<file path="config.mk">
export PLATFORM = sky130hd
export DESIGN_NAME = ads_ram
export DESIGN_NICKNAME = d
export VERILOG_FILES = /design/src/sv/area_average_downscaler_macros.svh /design/src/sv/ads_ram.sv
export SDC_FILE = /design/constraint.sdc
export NUM_CORES = 1
export LEC_CHECK = 0
export ABC_AREA = 0
export BUFFER_PORTS_ARGS = -buffer_cell sky130_fd_sc_hd__buf_4
export CAP_MARGIN = 20
export CORE_MARGIN = 10
export CORE_UTILIZATION = 30
export DETAILED_ROUTE_END_ITERATION = 16
export GPL_TIMING_DRIVEN = 0
export PLACE_DENSITY = 0.51
export SYNTH_ARGS = -nofsm -noshare
export SYNTH_HDL_FRONTEND = slang
export SYNTH_SLANG_ARGS = --single-unit
</file>
<file path="constraint.sdc">
create_clock -name clk_i -period 2.05 [get_ports clk_i]
set_input_delay 0.205 -clock clk_i [delete_from_list [all_inputs] [get_ports clk_i]]
set_output_delay 0.205 -clock clk_i [all_outputs]
set_load 0.03 [all_outputs]
</file>
<file path="src/sv/area_average_downscaler_macros.svh">
// Assertion helpers for the downscaler files
`ifndef AREA_AVERAGE_DOWNSCALER_MACROS_SVH
`define AREA_AVERAGE_DOWNSCALER_MACROS_SVH

// Same-cycle implication, sampled on clk_i, off during reset
`define ADS_ASSERT_IMP(lbl, ante, cons) \
  lbl: assert property (@(posedge clk_i) disable iff (!rst_ni) (ante) |-> (cons)) \
    else $error("downscaler assertion failed");

// Next-cycle implication, sampled on clk_i, off during reset
`define ADS_ASSERT_NXT(lbl, ante, cons) \
  lbl: assert property (@(posedge clk_i) disable iff (!rst_ni) (ante) |=> (cons)) \
    else $error("downscaler assertion failed");

`endif

</file>
<file path="src/sv/ads_ram.sv">
module ads_ram #(
  parameter int unsigned WIDTH = 8,
  parameter int unsigned DEPTH = 16,
  localparam int unsigned AW = (DEPTH > 1) ? $clog2(DEPTH) : 1
) (
  input  logic             clk_i,
  input  logic             we_i,
  input  logic [AW-1:0]    waddr_i,
  input  logic [WIDTH-1:0] wdata_i,
  input  logic             re_i,
  input  logic [AW-1:0]    raddr_i,
  output logic [WIDTH-1:0] rdata_o
);

  logic [WIDTH-1:0] mem_q [DEPTH];
  logic [WIDTH-1:0] rdata_q;

  // One write port, one registered read port
  always_ff @(posedge clk_i) begin
    if (we_i) begin
      mem_q[waddr_i] <= wdata_i;
    end
    if (re_i) begin
      rdata_q <= mem_q[raddr_i];
    end
  end

  assign rdata_o = rdata_q;

endmodule
</file>
==> results by group, run 1 <==
Clock network
  – Clock-pin transition on the worst setup and hold timing paths: 0.05 ns
  – H-tree depth: 4
  – CTS max path bufs: 2
  – Post-CTS resize count: 0
  – CTS root buf: sky130_fd_sc_hd__clkbuf_16
  – Setup bufs post-CTS: 0
  – TritonCTS Sinks: 136
  – CTS Hold Buffers Added: 0
  – Clk Latency, worst-skew pair: 0.41 ns
  – CTS buffer count: 17
  – Clock tree from TritonCTS: done

Logic synthesis
  – Multiplexer share of the synthesized area: 0.148
  – Cell area after technology mapping: 0.00523 mm2
  – Top post-synthesis cells by area: sky130_fd_sc_hd__edfxtp_1, sky130_fd_sc_hd__mux4_2, sky130_fd_sc_hd__mux4_1, sky130_fd_sc_hd__a22oi_1, sky130_fd_sc_hd__nor2_1
  – Post-Syn Nets: 248
  – Combinational family with the most area after synthesis: multiplexers
  – Basic-gate share of the synthesized area counting and, or, nand and nor cells: 0.0314
  – Unique cell type count in the Yosys netlist: 18
  – Count of synthesis-stage warnings from yosys: 0
  – Synth area leader: sky130_fd_sc_hd__edfxtp_1
  – Synthesized area divided by synthesized cell count: 22.8 um2
  – Share of Yosys cell area claimed by the top area cell type: 0.781
  – Synthesized-area fraction occupied by xor and xnor cells: 0
  – Post-synthesis compound-gate area fraction: 0.0230
  – Register area share after synthesis: 0.781
  – Adder and majority cell fraction of the synthesized area: 0
  – Number of register bits inferred by synthesis: 136
  – Post-synthesis instance total: 229

Final layout
  – Highest-count cells in the layout ignoring fill and taps: sky130_fd_sc_hd__edfxtp_1, sky130_fd_sc_hd__buf_4, sky130_fd_sc_hd__mux4_2, sky130_fd_sc_hd__clkbuf_16, sky130_fd_sc_hd__a22oi_1
  – Final design utilization: 0.361
  – Non-Filler Cell Area, Final: 0.00619 mm2
  – Leading cell type in the layout, fill and taps excluded: sky130_fd_sc_hd__edfxtp_1
  – Nets: 296
  – Fraction of layout instances using a drive strength above 1: 0.283
  – Area growth, synth to finish: 18.5%
  – Ant. Diodes: 0

Run status
  – Outcome: finished, final reports clean

Setup path
  – R2R Path Start: mem_q[0][1]
  – Crit. End Element: flop
  – Crit path from: mem_q[0][1]
  – Termination of the worst setup path: rdata_o[1]
  – R2R cell count: 3
  – Highest fanout seen on the critical path: 1
  – End of the worst register-to-register path: rdata_o[1]
  – Minimum setup slack among reg-to-reg paths: 0.39 ns
  – Worst endpoint data arrival time: 1.81 ns
  – Type of the setup path with the least slack: flop to flop
  – Critical Path, Cell by Cell: mux4_1 > a22oi_1 > nand2_1
  – Startpoint class of the critical path: flop
  – Largest stage delay on the critical path: 0.55 ns
  – Slowest cell on the critical path: sky130_fd_sc_hd__mux4_1
  – Critical path data required time: 2.19 ns

STA
  – Number of pins exceeding their max-slew limit in the final report: 0
  – Worst hold margin: 0.0742 ns
  – Share of the cycle needed by the critical path after routing: 0.811
  – Timing-limited maximum frequency: 0.602 GHz
  – Hold Vio Cnt, Final: 0
  – Total of endpoints with negative setup slack in the final report: 0
  – Worst Tran Pin Value: 0.882 ns
  – RSZ-0062 raised after global routing: false
  – Min cycle time layout: 1.66 ns
  – Clock skew after layout: 0.00553 ns
  – Slew margin rel.: 0.410

Detailed routing
  – Number of iterations in the first detailed-routing pass: 4
  – Total via count after detailed routing: 2445
  – Post-route DRC violation count: 0
  – Wire per inst: 21.4 um
  – DR vias/cell: 4.78
  – Aggregate routed wire length: 10900 um
  – Drt first-iter violations: 185
  – DRT antenna net count: 0

Die
  – I/O pin count: 27
  – Std-Cell Core Area: 0.0172 mm2
  – Site Rows: 48
  – Die Y-Extent: 152 um
  – Die Span X: 152 um
  – Starting density of the core: 0.304
  – Die footprint: 0.0231 mm2

Power and ir drop
  – Leak: 2.04 nW
  – Max VDD drop: 0.000678 V
  – Ratio of total power to cell area: 971 mW/mm2

Place
  – Detailed placement HPWL: 7170 um
  – Global placer's final weighted congestion: 0.721
  – Port-buffer cells: 25
  – Dpl cell area: 0.00572 mm2

Global route
  – All-layer global routing usage: 0.0971
  – Largest net degree at the start of global routing: 17
  – Vias in the first global route: 2575
  – Overall overflow remaining after global route: 0
  – First-pass GRT wire length: 16300 um
  – Number of antenna violations at the first check in global routing: 0

Run
  – Total of max-cap violations: 0

Worst hold path
  – Type of the most critical hold path: primary input to flop
## synth_stat cells (all sizes together)
cell	n
edfxtp	136
mux4	32
a22oi	16
nor2	13
nand2	9
buf	7
nor3	4
clkdlybuf4s25	3
nand2b	2
nand3b	2
and2	1
and2b	1
nand3	1
nor2b	1
or3b	1
## critical path, delay by kind of cell, from the launching register on
kind / cells / cell delay [ns]
multiplexers: 1 / 0.55
AO/OA/AOI/OAI: 1 / 0.36
AND/OR/NAND/NOR: 1 / 0.13
flip-flops: 1 / 0.36
## area by class of cell
type                            instances  area [um2]
Fill cell                            1625       11000
Timing Repair Buffer                   29         210
Multi-Input combinational cell         83        1060
Tap cell                              225         282
Clock buffer                           21         440
Sequential cell                       136        4080
Clock inverter                          7        33.8
Buffer                                 10        86.3
## cells by family (layout without fill, tap and decap cells)
logic type / count (synthesis) / count (layout)
simple gates: 35 / 35
mux: 32 / 32
flops: 136 / 136
compound gates: 16 / 16
buf+inv: 10 / 67
## registers in the layout, indices dropped and copies added, names as in the netlist
name     cells
mem_q      128
rdata_o      8
## per-stage QoR
| step | power [mW] | std cells | worst slack (ns) | setup TNS [ns] |
|---|---|---|---|---|
| after detailed placement | 3.56 | 483 | 0.0611 | 0 |
| final | 6.01 | 511 | 0.388 | 0 |
| after floorplan | 3.39 | 229 | 0.352 | 0 |
| after global placement | 3.55 | 479 | -0.310 | -2.65 |
| after CTS | 6.07 | 511 | 0.392 | 0 |
| after global routing | 6.21 | 511 | 0.339 | 0 |
## worst min-delay path by stage
stage / startpoint / slack (ns) / cells past startpoint / to
after floorplan: wdata_i[0] / 0.30 / 0 / mem_q[0][0]
after global placement: re_i / 0.48 / 1 / rdata_o[5]
after detailed placement: re_i / 0.49 / 1 / rdata_o[1]
after CTS: re_i / 0.05 / 1 / rdata_o[1]
after global routing: re_i / 0.06 / 1 / rdata_o[5]
final: re_i / 0.07 / 1 / rdata_o[1]
## layer usage
| metal | global-route usage | vias to the layer above | routed length (um) |
|---|---|---|---|
| li1 | - | 1071 | - |
| met1 | 0.127 | 1278 | 5020 |
| met2 | 0.142 | 81 | 5160 |
| met3 | 0.0319 | 15 | 571 |
| met4 | 0.0459 | 0 | 192 |
| met5 | 0 | - | 0 |
## power by group
| part | internal (mW) | switching (mW) | total, mW | leakage [nW] |
|---|---|---|---|---|
| Combinational | 0.139 | 0.206 | 0.345 | 0.561 |
| Clock | 1.49 | 1.03 | 2.52 | 0.239 |
| Sequential | 3.14 | 0.0134 | 3.15 | 1.24 |
No activity file was read; power rests on OpenSTA's default activity.
==> inputs of run 2 (changes only) <==
--- a/config.mk
+++ b/config.mk
@@ -12,7 +12,7 @@
 export CORE_UTILIZATION = 30
 export DETAILED_ROUTE_END_ITERATION = 16
 export GPL_TIMING_DRIVEN = 0
-export PLACE_DENSITY = 0.51
+export PLACE_DENSITY = 0.52
 export SYNTH_ARGS = -nofsm -noshare
 export SYNTH_HDL_FRONTEND = slang
 export SYNTH_SLANG_ARGS = --single-unit
==> constraint.sdc (replaced) <==
create_clock -name clk_i -period 1.35 [get_ports clk_i]
set_input_delay 0.135 -clock clk_i [delete_from_list [all_inputs] [get_ports clk_i]]
set_output_delay 0.135 -clock clk_i [all_outputs]
set_load 0.03 [all_outputs]
==> run 2 against run 1 <==
Net effect: the flow now finishes with violations (setup timing); hold slack worse by 0.032 ns; final area is 3.6% higher; combinational power rose by 65%; global-route usage decreased by 0.18 points; largest cell class unchanged.
==> results by group, run 2 (synthesis results as in run 1) <==
Setup path
  – Critical path data required time: 1.50 ns
  – End of the worst register-to-register path: rdata_o[0]
  – Startpoint class of the critical path: flop
  – Crit. End Element: flop
  – Type of the setup path with the least slack: flop to flop
  – R2R cell count: 3
  – Worst endpoint data arrival time: 1.61 ns
  – R2R Path Start: mem_q[0][0]
  – Highest fanout seen on the critical path: 1
  – Minimum setup slack among reg-to-reg paths: -0.11 ns

STA
  – Total of endpoints with negative setup slack in the final report: 8
  – Worst Tran Pin Value: 0.900 ns
  – Worst hold margin: 0.0418 ns
  – Timing-limited maximum frequency: 0.686 GHz
  – Number of pins exceeding their max-slew limit in the final report: 0
  – Share of the cycle needed by the critical path after routing: 1.08
  – Clock skew after layout: 0.0104 ns
  – RSZ-0062 raised after global routing: true
  – Slew margin rel.: 0.398
  – Min cycle time layout: 1.46 ns
  – Final critical-path setup slack: -0.108 ns
  – Hold Vio Cnt, Final: 0

Die
  – Die footprint: 0.0231 mm2
  – Starting density of the core: 0.304
  – Site Rows: 48
  – Die Span X: 152 um
  – Std-Cell Core Area: 0.0172 mm2
  – Die Y-Extent: 152 um
  – I/O pin count: 27

Global route
  – Largest net degree at the start of global routing: 17
  – First-pass GRT wire length: 16300 um
  – Vias in the first global route: 2515
  – Number of antenna violations at the first check in global routing: 0
  – All-layer global routing usage: 0.0952
  – Overall overflow remaining after global route: 0

Run status
  – Outcome: complete, but fails checks
  – Violated checks: setup timing

Detailed routing
  – Drt first-iter violations: 224
  – DRT antenna net count: 0
  – DR vias/cell: 4.78
  – Post-route DRC violation count: 0
  – Total via count after detailed routing: 2461
  – Aggregate routed wire length: 10800 um
  – Number of iterations in the first detailed-routing pass: 4
  – Wire per inst: 21.1 um

Power and ir drop
  – Ratio of total power to cell area: 1600 mW/mm2
  – Max VDD drop: 0.000851 V
  – Leak: 2.07 nW

Place
  – Detailed placement HPWL: 6990 um
  – Post-Place Setup Slack: -0.536 ns
  – Placed Cells incl. Taps: 482
  – Global placer's final weighted congestion: 0.715
  – Port-buffer cells: 25

Clock network
  – TritonCTS Sinks: 136
  – Clock tree from TritonCTS: done
  – H-tree depth: 4
  – Clock-pin transition on the worst setup and hold timing paths: 0.06 ns
  – Setup bufs post-CTS: 0
  – CTS root buf: sky130_fd_sc_hd__clkbuf_16
  – Clk Latency, worst-skew pair: 0.42 ns
  – CTS max path bufs: 2
  – CTS buffer count: 17

Final layout
  – Nets: 296
  – Fraction of layout instances using a drive strength above 1: 0.383
  – Final cell count without fillers: 515
  – Filler cell count: 1606
  – Register with the most flip-flops: mem_q
  – Register Area: 0.00408 mm2
  – Final design utilization: 0.374
  – Highest-count cells in the layout ignoring fill and taps: sky130_fd_sc_hd__edfxtp_1, sky130_fd_sc_hd__mux4_2, sky130_fd_sc_hd__buf_4, sky130_fd_sc_hd__clkbuf_16, sky130_fd_sc_hd__nor2_1
  – Leading cell type in the layout, fill and taps excluded: sky130_fd_sc_hd__edfxtp_1
  – Ant. Diodes: 0
  – Area taken by multi-input logic gates: 0.00108 mm2
  – Area growth, synth to finish: 22.8%
  – Number of flip-flops in the largest register: 128

Worst hold path
  – Hold path startpoint: wdata_i[6]
  – Hold path endpoint: mem_q[14][6]
  – Type of the most critical hold path: primary input to flop
  – Depth of the worst hold-timing path: 1

Run
  – Total of max-cap violations: 0
==> run 2: where the power goes <==
group | internal [mW] | switching (mW)
registers | 4.76 | 0.0210
logic | 0.237 | 0.333
clock network | 3.26 | 1.68
total | 8.25 | 2.03
==> run 2: worst max-delay path by stage <==
stage / start / end / slack, ns / cells after the start
after floorplan: waddr_i[2] / mem_q[3][0] / -0.05 / 2
after global routing: mem_q[0][0] / rdata_o[0] / -0.16 / 3
after global placement: waddr_i[2] / mem_q[8][2] / -0.69 / 3
after detailed placement: waddr_i[2] / mem_q[1][3] / -0.54 / 3
final: mem_q[0][0] / rdata_o[0] / -0.11 / 3
after CTS: mem_q[0][0] / rdata_o[0] / -0.14 / 3
==> run 2: final cells by class <==
class / instances / share of cell area
Timing Repair Buffer: 29 / 0.0339
Multi-Input combinational cell: 83 / 0.168
Sequential cell: 136 / 0.636
Clock inverter: 14 / 0.0318
Clock buffer: 18 / 0.0669
Buffer: 10 / 0.0187
Tap cell: 225 / 0.0439
==> run 2: per-stage QoR <==
| step | total power, mW | TNS (ns) | area (um2) |
|---|---|---|---|
| global placement | 5.41 | -48.26 | 5700 |
| CTS | 10.4 | -0.850 | 6380 |
| finish | 10.3 | -0.626 | 6420 |
| floorplan | 5.17 | -1.56 | 5230 |
| global route | 10.6 | -1.11 | 6420 |
| detailed placement | 5.42 | -39.26 | 5720 |
==> run 2: what timing repair did <==
action / 4_1_cts / 5_1_grt
endpoints found under the setup margin: 40 / 14
cloned: 0 / 0
hold buffers: 1 / 0
gates resized for setup: 9 / 7
endpoints found under the hold margin: 8 / 0
pin swaps: 3 / 0
==> run 2: layer usage <==
layer | track usage | vias up | share of wire
li1 | - | 1068 | -
met1 | 0.133 | 1312 | 0.48
met2 | 0.136 | 73 | 0.45
met3 | 0.0316 | 8 | 0.057
met4 | 0.0316 | 0 | 0.0091
met5 | 0 | - | 0
==> run 2: critical path: stages, from the launching register on <==
cell	delay, ns
sky130_fd_sc_hd__edfxtp_1	0.38
sky130_fd_sc_hd__mux4_2	0.47
sky130_fd_sc_hd__a22oi_2	0.23
sky130_fd_sc_hd__nand2_1	0.12
==> inputs of run 3 (changes only) <==
--- a/config.mk
+++ b/config.mk
@@ -13,6 +13,7 @@
 export DETAILED_ROUTE_END_ITERATION = 16
 export GPL_TIMING_DRIVEN = 0
 export PLACE_DENSITY = 0.52
+export SKIP_LAST_GASP = 1
 export SYNTH_ARGS = -nofsm -noshare
 export SYNTH_HDL_FRONTEND = slang
 export SYNTH_SLANG_ARGS = --single-unit
==> run 3 against run 2 <==
Net effect: the flow still finishes with violations (setup timing); first-iteration DRC count increased by 0.45%; clock-buffer cell count unchanged; hold slack got worse by 0.0011 ns; sequential power about the same; largest cell class unchanged.
==> results by group, run 3 (synthesis results as in run 1) <==
Run status
  – Outcome: complete, but fails checks
  – Violated checks: setup timing

Global route
  – All-layer global routing usage: 0.0952
  – Largest net degree at the start of global routing: 17
  – Overall overflow remaining after global route: 0
  – Number of antenna violations at the first check in global routing: 0
  – Vias in the first global route: 2515
  – First-pass GRT wire length: 16300 um

Final layout
  – Nets: 296
  – Fraction of layout instances using a drive strength above 1: 0.383
  – Leading cell type in the layout, fill and taps excluded: sky130_fd_sc_hd__edfxtp_1
  – Highest-count cells in the layout ignoring fill and taps: sky130_fd_sc_hd__edfxtp_1, sky130_fd_sc_hd__mux4_2, sky130_fd_sc_hd__buf_4, sky130_fd_sc_hd__clkbuf_16, sky130_fd_sc_hd__nor2_1
  – Register Area: 0.00408 mm2
  – Register with the most flip-flops: mem_q
  – Number of flip-flops in the largest register: 128
  – Final design utilization: 0.374
  – Ant. Diodes: 0
  – Area taken by multi-input logic gates: 0.00108 mm2
  – Filler cell count: 1606
  – Area growth, synth to finish: 22.8%

Clock network
  – Clk Latency, worst-skew pair: 0.42 ns
  – Clock-pin transition on the worst setup and hold timing paths: 0.06 ns
  – Setup bufs post-CTS: 0
  – H-tree depth: 4
  – Clock tree from TritonCTS: done
  – CTS root buf: sky130_fd_sc_hd__clkbuf_16
  – CTS max path bufs: 2
  – CTS buffer count: 17
  – TritonCTS Sinks: 136

STA
  – RSZ-0062 raised after global routing: true
  – Worst hold margin: 0.0407 ns
  – Number of pins exceeding their max-slew limit in the final report: 0
  – Worst Tran Pin Value: 0.892 ns
  – Timing-limited maximum frequency: 0.686 GHz
  – Share of the cycle needed by the critical path after routing: 1.08
  – Clock skew after layout: 0.0117 ns
  – Slew margin rel.: 0.403
  – Min cycle time layout: 1.46 ns
  – Hold Vio Cnt, Final: 0
  – Total of endpoints with negative setup slack in the final report: 8
  – Final critical-path setup slack: -0.108 ns

Setup path
  – Worst endpoint data arrival time: 1.61 ns
  – Highest fanout seen on the critical path: 1
  – R2R cell count: 3
  – Gate family responsible for the most delay along the worst path: multiplexers
  – Critical Path, Cell by Cell: mux4_2 > a22oi_2 > nand2_1
  – Largest stage delay on the critical path: 0.47 ns
  – Type of the setup path with the least slack: flop to flop
  – Number of buffers and inverters on the critical path: 0
  – Crit. End Element: flop
  – Critical path depth: 3
  – Critical path data required time: 1.50 ns
  – Slowest cell on the critical path: sky130_fd_sc_hd__mux4_2
  – Startpoint class of the critical path: flop

Die
  – Die Y-Extent: 152 um
  – Die footprint: 0.0231 mm2
  – Site Rows: 48
  – I/O pin count: 27
  – Starting density of the core: 0.304
  – Std-Cell Core Area: 0.0172 mm2
  – Die Span X: 152 um

Place
  – Global placer's final weighted congestion: 0.715
  – Detailed placement HPWL: 6990 um
  – Port-buffer cells: 25

Detailed routing
  – Number of iterations in the first detailed-routing pass: 4
  – DR vias/cell: 4.77
  – Total via count after detailed routing: 2459
  – Wire per inst: 21.1 um
  – Drt first-iter violations: 225
  – DRT antenna net count: 0
  – Aggregate routed wire length: 10800 um
  – Post-route DRC violation count: 0

Power and ir drop
  – Max VDD drop: 0.000852 V
  – Leak: 2.07 nW
  – Ratio of total power to cell area: 1600 mW/mm2
  – Total chip power: 10.3 mW

Run
  – Total of max-cap violations: 0

Worst hold path
  – Depth of the worst hold-timing path: 1
  – Type of the most critical hold path: primary input to flop
## run 3: cell counts in the layout (fill, tap and decap cells not counted)
Identical to the previous run, type by type.
## run 3: final timing paths
check	from	slack (ns)	to
hold reg to reg	mem_q[10][2]	0.76	rdata_o[2]
setup / recovery	mem_q[0][0]	-0.11	rdata_o[0]
setup reg to reg	mem_q[0][0]	-0.11	rdata_o[0]
hold / removal	wdata_i[6]	0.04	mem_q[14][6]
## run 3: cell type report
| type | instances | area share |
|---|---|---|
| timing repair buffer | 29 | 0.0339 |
| multi-input combinational | 83 | 0.168 |
| clock inverter | 14 | 0.0318 |
| sequential | 136 | 0.636 |
| buffer | 10 | 0.0187 |
| clock buffer | 18 | 0.0669 |
| tap | 225 | 0.0439 |
## run 3: stage by stage
stage / cells / worst slack, ns / setup TNS [ns] / instance area, um2
2_1_floorplan: 229 / -0.0511 / -1.56 / 5230
3_3_place_gp: 479 / -0.690 / -48.26 / 5700
3_5_place_dp: 482 / -0.536 / -39.26 / 5720
4_1_cts: 515 / -0.140 / -0.850 / 6380
5_1_grt: 515 / -0.163 / -1.11 / 6420
6_report: 515 / -0.108 / -0.625 / 6420
## run 3: where the power goes
group,switching (mW),total [mW],internal [mW],leakage [nW]
Sequential,0.0210,4.78,4.76,1.24
Clock,1.68,4.94,3.26,0.303
Combinational,0.332,0.569,0.237,0.531
## run 3: metal layers
metal | wire (um) | track usage
met1 | 5170 | 0.133
met2 | 4960 | 0.136
met3 | 611 | 0.0316
met4 | 99 | 0.0316
met5 | 0 | 0
## run 3: repair_timing
action                                  4_1_cts  5_1_grt
hold endpoints to repair                      8        0
endpoints found under the setup margin       40       14
gates resized for setup                       9        7
hold buffers                                  1        0
pin swaps                                     3        0
